==> src/design/ssw_pkg.sv <==
// Shared types, codes, glyph table and microcode for the seven-segment serial writer.
`default_nettype none

package ssw_pkg;

	// Input command codes
	localparam logic [1:0] CMD_RAW     = 2'd0;
	localparam logic [1:0] CMD_GLYPH   = 2'd1;
	localparam logic [1:0] CMD_CONTROL = 2'd2;
	localparam logic [1:0] CMD_ADDRESS = 2'd3;

	// Configuration register indexes
	localparam int unsigned CFG_INDEX_W = 2;
	localparam logic [CFG_INDEX_W-1:0] REG_BRIGHTNESS = 2'd0;
	localparam logic [CFG_INDEX_W-1:0] REG_DISPLAY_ON = 2'd1;

	// Frame prefixes and reset values
	localparam logic [7:0] FRAME_CONTROL = 8'h80;
	localparam logic [7:0] FRAME_ADDRESS = 8'hC0;
	localparam logic [2:0] BRIGHTNESS_RESET = 3'd7;
	localparam logic       DISPLAY_ON_RESET = 1'b1;

	// Glyph table covers codes 0x20 to 0x5A
	localparam logic [7:0] GLYPH_FIRST = 8'h20;
	localparam logic [7:0] GLYPH_LAST  = 8'h5A;
	localparam logic [7:0] CASE_FOLD   = 8'h20;
	localparam int unsigned GLYPH_COUNT = 59;
	localparam logic [7:0] GLYPH_TABLE [GLYPH_COUNT] = '{
		8'h00, 8'h00, 8'h00, 8'h00, 8'h00, 8'h00, 8'h00, 8'h00,
		8'h00, 8'h00, 8'h00, 8'h00, 8'h00, 8'h40, 8'h00, 8'h00,
		8'h3F, 8'h06, 8'h5B, 8'h4F, 8'h66, 8'h6D, 8'h7D, 8'h07,
		8'h7F, 8'h6F,
		8'h00, 8'h00, 8'h00, 8'h00, 8'h00, 8'h00, 8'h00,
		8'h77, 8'h7C, 8'h58, 8'h5E, 8'h79, 8'h71, 8'h3D, 8'h74,
		8'h04, 8'h1E, 8'h75, 8'h38, 8'h37, 8'h54, 8'h5C, 8'h73,
		8'h67, 8'h50, 8'h6C, 8'h78, 8'h1C, 8'h3E, 8'h7E, 8'h76,
		8'h6E, 8'h1B
	};

	// Byte, start and stop flags handed to the sequencer
	typedef struct packed {
		logic [7:0] frame;
		logic       start;
		logic       stop;
	} ssw_job_t;

	// Microcode sequencing operations
	localparam logic [1:0] SEQ_NEXT       = 2'd0;
	localparam logic [1:0] SEQ_LOOP_BITS  = 2'd1;
	localparam logic [1:0] SEQ_END_NOSTOP = 2'd2;
	localparam logic [1:0] SEQ_END        = 2'd3;

	// Program step addresses
	localparam int unsigned UPC_W = 4;
	localparam logic [UPC_W-1:0] STEP_START  = 4'd0;
	localparam logic [UPC_W-1:0] STEP_BIT_HI = 4'd1;
	localparam logic [UPC_W-1:0] STEP_BIT_LO = 4'd2;
	localparam logic [UPC_W-1:0] STEP_ACK0   = 4'd3;
	localparam logic [UPC_W-1:0] STEP_ACK1   = 4'd4;
	localparam logic [UPC_W-1:0] STEP_ACK2   = 4'd5;
	localparam logic [UPC_W-1:0] STEP_ACK3   = 4'd6;
	localparam logic [UPC_W-1:0] STEP_STOP0  = 4'd7;
	localparam logic [UPC_W-1:0] STEP_STOP1  = 4'd8;
	localparam logic [UPC_W-1:0] STEP_STOP2  = 4'd9;

	// One control word per step
	typedef struct packed {
		logic             clk_en;
		logic             clk_val;
		logic             dat_en;
		logic             dat_from_bit;
		logic             dat_val;
		logic [1:0]       op;
		logic [UPC_W-1:0] target;
	} ssw_uword_t;

	// Look up a segment pattern, folding lower case and blanking unknown codes
	function automatic logic [7:0] ssw_glyph(input logic [7:0] c);
		logic [7:0] v;
		logic [7:0] offs;
		v = c;
		if (v > GLYPH_LAST) begin
			v = v - CASE_FOLD;
		end
		offs = v - GLYPH_FIRST;
		if (v < GLYPH_FIRST || v > GLYPH_LAST) begin
			return 8'h00;
		end
		return GLYPH_TABLE[offs[5:0]];
	endfunction

	// Microcode ROM
	function automatic ssw_uword_t ssw_ucode(input logic [UPC_W-1:0] upc);
		ssw_uword_t w;
		w = '0;
		w.op = SEQ_NEXT;
		case (upc)
			STEP_START: begin
				w.dat_en = 1'b1; w.dat_val = 1'b1;
			end
			STEP_BIT_HI: begin
				w.clk_en = 1'b1; w.clk_val = 1'b1;
				w.dat_en = 1'b1; w.dat_from_bit = 1'b1;
			end
			STEP_BIT_LO: begin
				w.clk_en = 1'b1; w.clk_val = 1'b0;
				w.op = SEQ_LOOP_BITS; w.target = STEP_BIT_HI;
			end
			STEP_ACK0: begin
				w.clk_en = 1'b1; w.clk_val = 1'b1;
				w.dat_en = 1'b1; w.dat_val = 1'b0;
			end
			STEP_ACK1: begin
				w.clk_en = 1'b1; w.clk_val = 1'b0;
			end
			STEP_ACK2: begin
				w.dat_en = 1'b1; w.dat_val = 1'b1;
			end
			STEP_ACK3: begin
				w.clk_en = 1'b1; w.clk_val = 1'b1;
				w.op = SEQ_END_NOSTOP;
			end
			STEP_STOP0: begin
				w.dat_en = 1'b1; w.dat_val = 1'b1;
			end
			STEP_STOP1: begin
				w.clk_en = 1'b1; w.clk_val = 1'b0;
			end
			STEP_STOP2: begin
				w.dat_en = 1'b1; w.dat_val = 1'b0;
				w.op = SEQ_END;
			end
			default: begin
				w.op = SEQ_END;
			end
		endcase
		return w;
	endfunction

endpackage

`default_nettype wire

==> src/design/ssw_frame.sv <==
// Frame builder: picks the byte to send and the start and stop flags for one word.
`default_nettype none

module ssw_frame (
	input  wire logic [1:0]       command,
	input  wire logic [7:0]       byte_value,
	input  wire logic             start_before,
	input  wire logic             stop_after,
	input  wire logic [2:0]       brightness,
	input  wire logic             display_on,
	output ssw_pkg::ssw_job_t     job
);
	import ssw_pkg::*;

	// Build the frame for each command
	always_comb begin
		job = '0;
		unique case (command)
			CMD_RAW: begin
				job.frame = byte_value;
				job.start = start_before;
				job.stop  = stop_after;
			end
			CMD_GLYPH: begin
				job.frame = ssw_glyph(byte_value);
				job.start = start_before;
				job.stop  = stop_after;
			end
			CMD_CONTROL: begin
				job.frame = FRAME_CONTROL | {4'b0000, display_on, brightness};
				job.start = 1'b1;
				job.stop  = 1'b1;
			end
			CMD_ADDRESS: begin
				job.frame = FRAME_ADDRESS | {5'b00000, byte_value[2:0]};
				job.start = 1'b1;
				job.stop  = 1'b0;
			end
			default: begin
				job = '0;
			end
		endcase
	end

endmodule

`default_nettype wire

==> src/design/ssw_sequencer.sv <==
// Microcoded sequencer: steps through the pin program and drives the output register.
`default_nettype none

module ssw_sequencer (
	input  wire logic             clk,
	input  wire logic             arst_n,
	input  wire logic             load,
	input  ssw_pkg::ssw_job_t     job,
	output logic                  busy,
	output logic                  out_valid,
	input  wire logic             out_ready,
	output logic                  clock_pin,
	output logic                  data_pin,
	output logic                  last
);
	import ssw_pkg::*;

	logic             busy_q;
	logic [UPC_W-1:0] upc_q;
	logic [2:0]       bit_q;
	logic [7:0]       frame_q;
	logic             stop_q;
	logic             clk_q;
	logic             dat_q;
	logic             out_valid_q;
	logic             last_q;
	ssw_uword_t       uw;
	logic             step;
	logic             done;

	// Decode the current control word
	assign uw   = ssw_ucode(upc_q);
	assign step = busy_q && (!out_valid_q || out_ready);

	always_comb begin
		case (uw.op)
			SEQ_END_NOSTOP: done = !stop_q;
			SEQ_END:        done = 1'b1;
			default:        done = 1'b0;
		endcase
	end

	// Advance the step counter, pins and output word
	always_ff @(posedge clk or negedge arst_n) begin
		if (!arst_n) begin
			busy_q      <= 1'b0;
			upc_q       <= STEP_START;
			bit_q       <= '0;
			stop_q      <= 1'b0;
			clk_q       <= 1'b0;
			dat_q       <= 1'b0;
			out_valid_q <= 1'b0;
			last_q      <= 1'b0;
		end else begin
			if (load) begin
				busy_q  <= 1'b1;
				upc_q   <= job.start ? STEP_START : STEP_BIT_HI;
				bit_q   <= '0;
				stop_q  <= job.stop;
				if (out_valid_q && out_ready) begin
					out_valid_q <= 1'b0;
				end
			end else if (step) begin
				out_valid_q <= 1'b1;
				last_q      <= done;
				if (uw.clk_en) begin
					clk_q <= uw.clk_val;
				end
				if (uw.dat_en) begin
					dat_q <= uw.dat_from_bit ? ~frame_q[0] : uw.dat_val;
				end
				if (done) begin
					busy_q <= 1'b0;
				end
				if (uw.op == SEQ_LOOP_BITS) begin
					bit_q <= bit_q + 3'd1;
					upc_q <= (bit_q != 3'd7) ? uw.target : upc_q + 4'd1;
				end else begin
					upc_q <= upc_q + 4'd1;
				end
			end else if (out_valid_q && out_ready) begin
				out_valid_q <= 1'b0;
			end
		end
	end

	// Hold the byte, drop the sent bit at each clock-low step
	always_ff @(posedge clk) begin
		if (load) begin
			frame_q <= job.frame;
		end else if (step && uw.op == SEQ_LOOP_BITS) begin
			frame_q <= {1'b0, frame_q[7:1]};
		end
	end

	assign busy      = busy_q;
	assign out_valid = out_valid_q;
	assign clock_pin = clk_q;
	assign data_pin  = dat_q;
	assign last      = last_q;

endmodule

`default_nettype wire

==> src/design/segment_display_serial_writer.sv <==
// The first pin step of a word is registered after the word is taken, once the previous
// last step, if still shown, is accepted. Throughput: 20 to 24 steps per word, one per
// cycle while out_ready is high, set by the single microcode step counter; the next word
// can be taken while the last step is still shown, as busy drops when it is registered.
// Reset: clock and data pins low, brightness 7, display on, sequencer idle.
`default_nettype none

module segment_display_serial_writer (
	input  wire logic                             clk,
	input  wire logic                             arst_n,
	input  wire logic                             in_valid,
	output logic                                  in_ready,
	input  wire logic [1:0]                       command,
	input  wire logic [7:0]                       byte_value,
	input  wire logic                             start_before,
	input  wire logic                             stop_after,
	output logic                                  out_valid,
	input  wire logic                             out_ready,
	output logic                                  clock_pin,
	output logic                                  data_pin,
	output logic                                  last,
	input  wire logic                             cfg_valid,
	output logic                                  cfg_ready,
	input  wire logic [ssw_pkg::CFG_INDEX_W-1:0]  cfg_index,
	input  wire logic [2:0]                       cfg_data
);
	import ssw_pkg::*;

	logic [2:0] brightness_q;
	logic       display_on_q;
	ssw_job_t   job;
	logic       busy;
	logic       load;

	// Configuration registers, unknown indexes dropped
	assign cfg_ready = 1'b1;

	always_ff @(posedge clk or negedge arst_n) begin
		if (!arst_n) begin
			brightness_q <= BRIGHTNESS_RESET;
			display_on_q <= DISPLAY_ON_RESET;
		end else if (cfg_valid && cfg_ready) begin
			if (cfg_index == REG_BRIGHTNESS) begin
				brightness_q <= cfg_data;
			end else if (cfg_index == REG_DISPLAY_ON) begin
				display_on_q <= cfg_data[0];
			end
		end
	end

	// Take a word whenever the sequencer is idle
	assign in_ready = !busy;
	assign load     = in_valid && in_ready;

	ssw_frame u_frame (
		.command      (command),
		.byte_value   (byte_value),
		.start_before (start_before),
		.stop_after   (stop_after),
		.brightness   (brightness_q),
		.display_on   (display_on_q),
		.job          (job)
	);

	ssw_sequencer u_sequencer (
		.clk       (clk),
		.arst_n    (arst_n),
		.load      (load),
		.job       (job),
		.busy      (busy),
		.out_valid (out_valid),
		.out_ready (out_ready),
		.clock_pin (clock_pin),
		.data_pin  (data_pin),
		.last      (last)
	);

`ifndef ASSERT_OFF
	a_busy_after_load: assert property (@(posedge clk) disable iff (!arst_n)
		load |=> !in_ready)
		else $error("sequencer idle right after taking a word");

	a_busy_before_last: assert property (@(posedge clk) disable iff (!arst_n)
		(out_valid && !last) |-> !in_ready)
		else $error("sequencer freed while a middle step is still shown");

	a_free_only_by_last: assert property (@(posedge clk) disable iff (!arst_n)
		$rose(in_ready) |-> (out_valid && last))
		else $error("sequencer freed without a last step");
`endif

endmodule

`default_nettype wire

==> config.mk <==
export PLATFORM = sky130hd
export DESIGN_NAME = segment_display_serial_writer
export DESIGN_NICKNAME = d
export VERILOG_FILES = /design/src/design/ssw_pkg.sv /design/src/design/ssw_frame.sv /design/src/design/ssw_sequencer.sv /design/src/design/segment_display_serial_writer.sv
export SDC_FILE = /design/constraint.sdc
export NUM_CORES = 1
export LEC_CHECK = 0
export BUFFER_PORTS_ARGS = -buffer_cell sky130_fd_sc_hd__buf_2
export CORE_MARGIN = 2
export CORE_UTILIZATION = 45
export CTS_CLUSTER_SIZE = 20
export DETAILED_ROUTE_END_ITERATION = 8
export PLACE_DENSITY = 0.72
export SLEW_MARGIN = 20
export SYNTH_ARGS = -nofsm -noshare
export SYNTH_HDL_FRONTEND = slang
export SYNTH_SLANG_ARGS = --single-unit
==> constraint.sdc <==
create_clock -name clk -period 1.81 [get_ports clk]
set_input_delay 0.181 -clock clk [delete_from_list [all_inputs] [get_ports clk]]
set_output_delay 0.181 -clock clk [all_outputs]
set_load 0.05 [all_outputs]
==> results.sh <==
export IMPL_status="finished, final reports clean"
export IMPL_io_pins=28
export IMPL_synth_warnings=0
export IMPL_switching_power_mw=1.14
export IMPL_gr_total_overflow=0
export IMPL_ant_nets=0
export IMPL_arrival_ps=1850
export IMPL_synthArstFlopShare=0.680
export IMPL_clk_pin_slew_ps=90
export IMPL_vias=2083
export IMPL_regArea_um2=671
export IMPL_clock_sinks=25
export IMPL_worstHoldPathCells=2
export IMPL_grt_max_degree=21
export IMPL_first_global_vias=1920
export IMPL_nets=358
export IMPL_io_buffers=26
export IMPL_layout_min_cycle_time_ps=1730
export IMPL_num_antenna_cells=0
export IMPL_syn_nets=307
export IMPL_synth_seq_cells=25
export IMPL_antenna_found_initial=0
export IMPL_clk_latency_ps=270
export IMPL_fillers=453
export IMPL_powerDensity_nw_per_um2=1000
export IMPL_synth_distinct_cells=60
export IMPL_synth_top_family_by_area="compound AO/OA/AOI/OAI gates"
export IMPL_leakage_nw=1.22
export IMPL_fin_ws_ps=78.9
export IMPL_multi_input_area_um2=1430
export IMPL_ys_seq_area_frac=0.307
export IMPL_synth_cells=270
export IMPL_cp_end_kind="register"
export IMPL_gp_congestion=0.885
export IMPL_synthSimpleGateAreaFrac=0.228
export IMPL_cts_root_buf="clkbuf_8"
export IMPL_cts_max_level=1
export IMPL_hp_class="in2reg"
export IMPL_initial_core_util=0.465
export IMPL_finalClockSkew_ps=10.1
export IMPL_syn_avg_cell_area_um2=8.08
export IMPL_grt_pass1_wl_um=8800
export IMPL_synth_edf_count=8
export IMPL_setup_viol=0
export IMPL_ys_flop_type="dfrtp_1"
export IMPL_cts_buffer_depth=2
export IMPL_via_per_inst=5.57
export IMPL_max_freq_ghz=0.578
export IMPL_ir_drop_v=0.000467
export IMPL_maxCapViolCount=0
export IMPL_combPwrFrac=0.532
export IMPL_layoutNonFillerInstCount=374
export IMPL_netlist_area_um2=2180
export IMPL_drtIter0Drc=68
export IMPL_cp_data_required_time_ps=1930
export IMPL_path_max_fanout=6
export IMPL_start_kind="input port"
export IMPL_die_area_um2=5420
export IMPL_die_x_um=73.6
export IMPL_reg2regPathDepth=5
export IMPL_detailedPlace_worstSlack_ps=-225
export IMPL_clockPowerShare=0.126
export IMPL_cts_tree="done"
export IMPL_route_detailed_drc=0
export IMPL_post_drt_wl_per_cell_um=13.8
export IMPL_fin_crit_sh=0.956
export IMPL_power_mw=2.69
export IMPL_criticalPathCategory="in2reg"
export IMPL_synth_compound_area_frac=0.269
export IMPL_routed_wl_um=5180
export IMPL_p_int_mw=1.55
export IMPL_synthXorXnorAreaFrac=0.00803
export IMPL_syn_to_final_growth_pct=23.1
export IMPL_hold_viol_final=0
export IMPL_switching_share=0.423
export IMPL_cts_buffers=3
export IMPL_die_h_um=73.6
export IMPL_rows=25
export IMPL_p_seq_frac=0.342
export IMPL_yosys_area_share_adder=0.0860
export IMPL_hpwl_um=4210
export IMPL_grt_usage=0.205
export IMPL_coreArea_um2=4690
export IMPL_first_pass_iters=4
export IMPL_drive_gt1_frac=0.281
export IMPL_final_max_slew_violation_count=0
export IMPL_synthMuxAreaShare=0.0464
export IMPL_dp_cells=369
==> worst paths after layout <==
check	slack, ps	end	startpoint
setup / recovery	80	u_sequencer.frame_q[2]	byte_value[0]
hold / removal	140	brightness_q[2]	cfg_data[2]
setup reg to reg	190	u_sequencer.frame_q[3]	u_sequencer.upc_q[0]
hold reg to reg	490	u_sequencer.last	u_sequencer.last
max in group asynchronous	1160	display_on_q	arst_n
min in group asynchronous	340	u_sequencer.data_pin	arst_n
==> worst max-delay path, stage by stage <==
cell and delay (ps):
buf_6 80, inv_4 40, ha_4 160, nand2b_4 60
or4b_4 470, and2_4 170, mux2_4 270, nor3_4 260
o2bb2ai_1 160
==> cell usage in the layout (no fill, tap or decap), drive strengths merged, types with 2 or more instances in the layout <==
cell type  instances
nand3              9
nor2              25
nor3               8
o211ai             2
a21oi             13
mux2               6
a311oi             2
a31oi              6
dfstp              4
buf               63
o21bai             2
o31ai              2
a21boi             2
xnor2              2
o21ai             29
ha                15
a221oi             3
a2bb2oi            2
nand3b             3
nor2b              5
mux2i              3
nand2             32
dfrtp             13
and3               3
nor3b              2
o22ai              3
clkbuf             3
a211oi             2
inv               12
a221o              5
nand2b             7
and2               2
edfxtp             8
a21o               4
==> repair_timing <==
item	in CTS	in global routing
hold buffers	1	0
setup buffers	0	0
endpoints found under the setup margin	0	6
endpoints found under the hold margin	13	0
resized for setup	0	8
==> power by group through the flow <==
stage	Clock (mW)	Combinational (mW)	Sequential, mW
after global routing	0.362	1.60	0.948
after global placement	0	1.40	0.922
final	0.340	1.43	0.920
after floorplan	0	0.888	1.04
after CTS	0.340	1.43	0.922
after detailed placement	0	1.43	0.931
==> cell usage after synthesis, types with 3 or more instances <==
| cell | n | share of area |
|---|---|---|
| dfrtp_1 | 13 | 0.15 |
| a21o_1 | 4 | 0.014 |
| nand2b_1 | 7 | 0.020 |
| a21oi_1 | 13 | 0.030 |
| nand3b_1 | 3 | 0.010 |
| nor3_1 | 7 | 0.016 |
| mux2_2 | 4 | 0.021 |
| nand2_1 | 32 | 0.055 |
| a31oi_1 | 6 | 0.017 |
| ha_1 | 15 | 0.086 |
| buf_2 | 3 | 0.0069 |
| dfstp_2 | 4 | 0.048 |
| edfxtp_1 | 8 | 0.11 |
| o21ai_0 | 18 | 0.041 |
| o22ai_1 | 3 | 0.0086 |
| mux2i_1 | 3 | 0.014 |
| nor2_1 | 25 | 0.043 |
| and3_1 | 3 | 0.0086 |
| nor2b_1 | 5 | 0.014 |
| a221oi_1 | 3 | 0.012 |
| inv_1 | 8 | 0.014 |
| inv_2 | 3 | 0.0052 |
| clkbuf_1 | 14 | 0.024 |
| a221o_1 | 5 | 0.023 |
| o21ai_1 | 11 | 0.025 |
| nand3_1 | 9 | 0.021 |
==> routing by layer <==
layer  up-vias  wire length, µm  track usage  share of wire
li1       1085                -            -              -
met1       962             2450        0.282           0.47
met2        32             2530        0.346           0.49
met3         4              137       0.0165          0.026
met4         0               56       0.0566          0.011
met5         -                0            0              0
==> cells by family (layout without fill, tap and decap cells) <==
| logic type | count (synthesis) | after routing |
|---|---|---|
| AOI/OAI and AO/OA | 88 | 88 |
| xor gates and xnor gates | 2 | 2 |
| adders and majority gates | 15 | 15 |
| buffers and inverters | 29 | 79 |
| DFF | 25 | 25 |
| muxes | 9 | 9 |
| other | 1 | 1 |
| and+or+nand+nor | 101 | 101 |
==> registers in the layout (all words and copies together), names as in the netlist <==
register,flops
u_sequencer.frame_q,8
u_sequencer.stop_q,1
u_sequencer.clock_pin,1
u_sequencer.last,1
u_sequencer.data_pin,1
u_sequencer.bit_q,3
u_sequencer.busy,1
u_sequencer.upc_q,4
brightness_q,3
display_on_q,1
u_sequencer.out_valid,1
==> layout make-up <==
type | count | area share
sequential | 25 | 0.250
tap | 54 | 0.0252
clock inverter | 1 | 0.00233
multi-input combinational | 216 | 0.531
timing repair buffer | 64 | 0.160
inverter | 11 | 0.0163
clock buffer | 3 | 0.0154
==> per-stage QoR <==
stage                     hold WS (ps)  utilization  setup TNS (ps)  cell area [µm²]
after floorplan                   -115            -               0             2210
after global placement             118        0.554           -1190             2600
after detailed placement           126        0.554           -1440             2600
after CTS                          139        0.567               0             2660
after global routing               131        0.573           -3.38             2690
final                              138        0.573               0             2690
(Power assumes the default switching activity.)
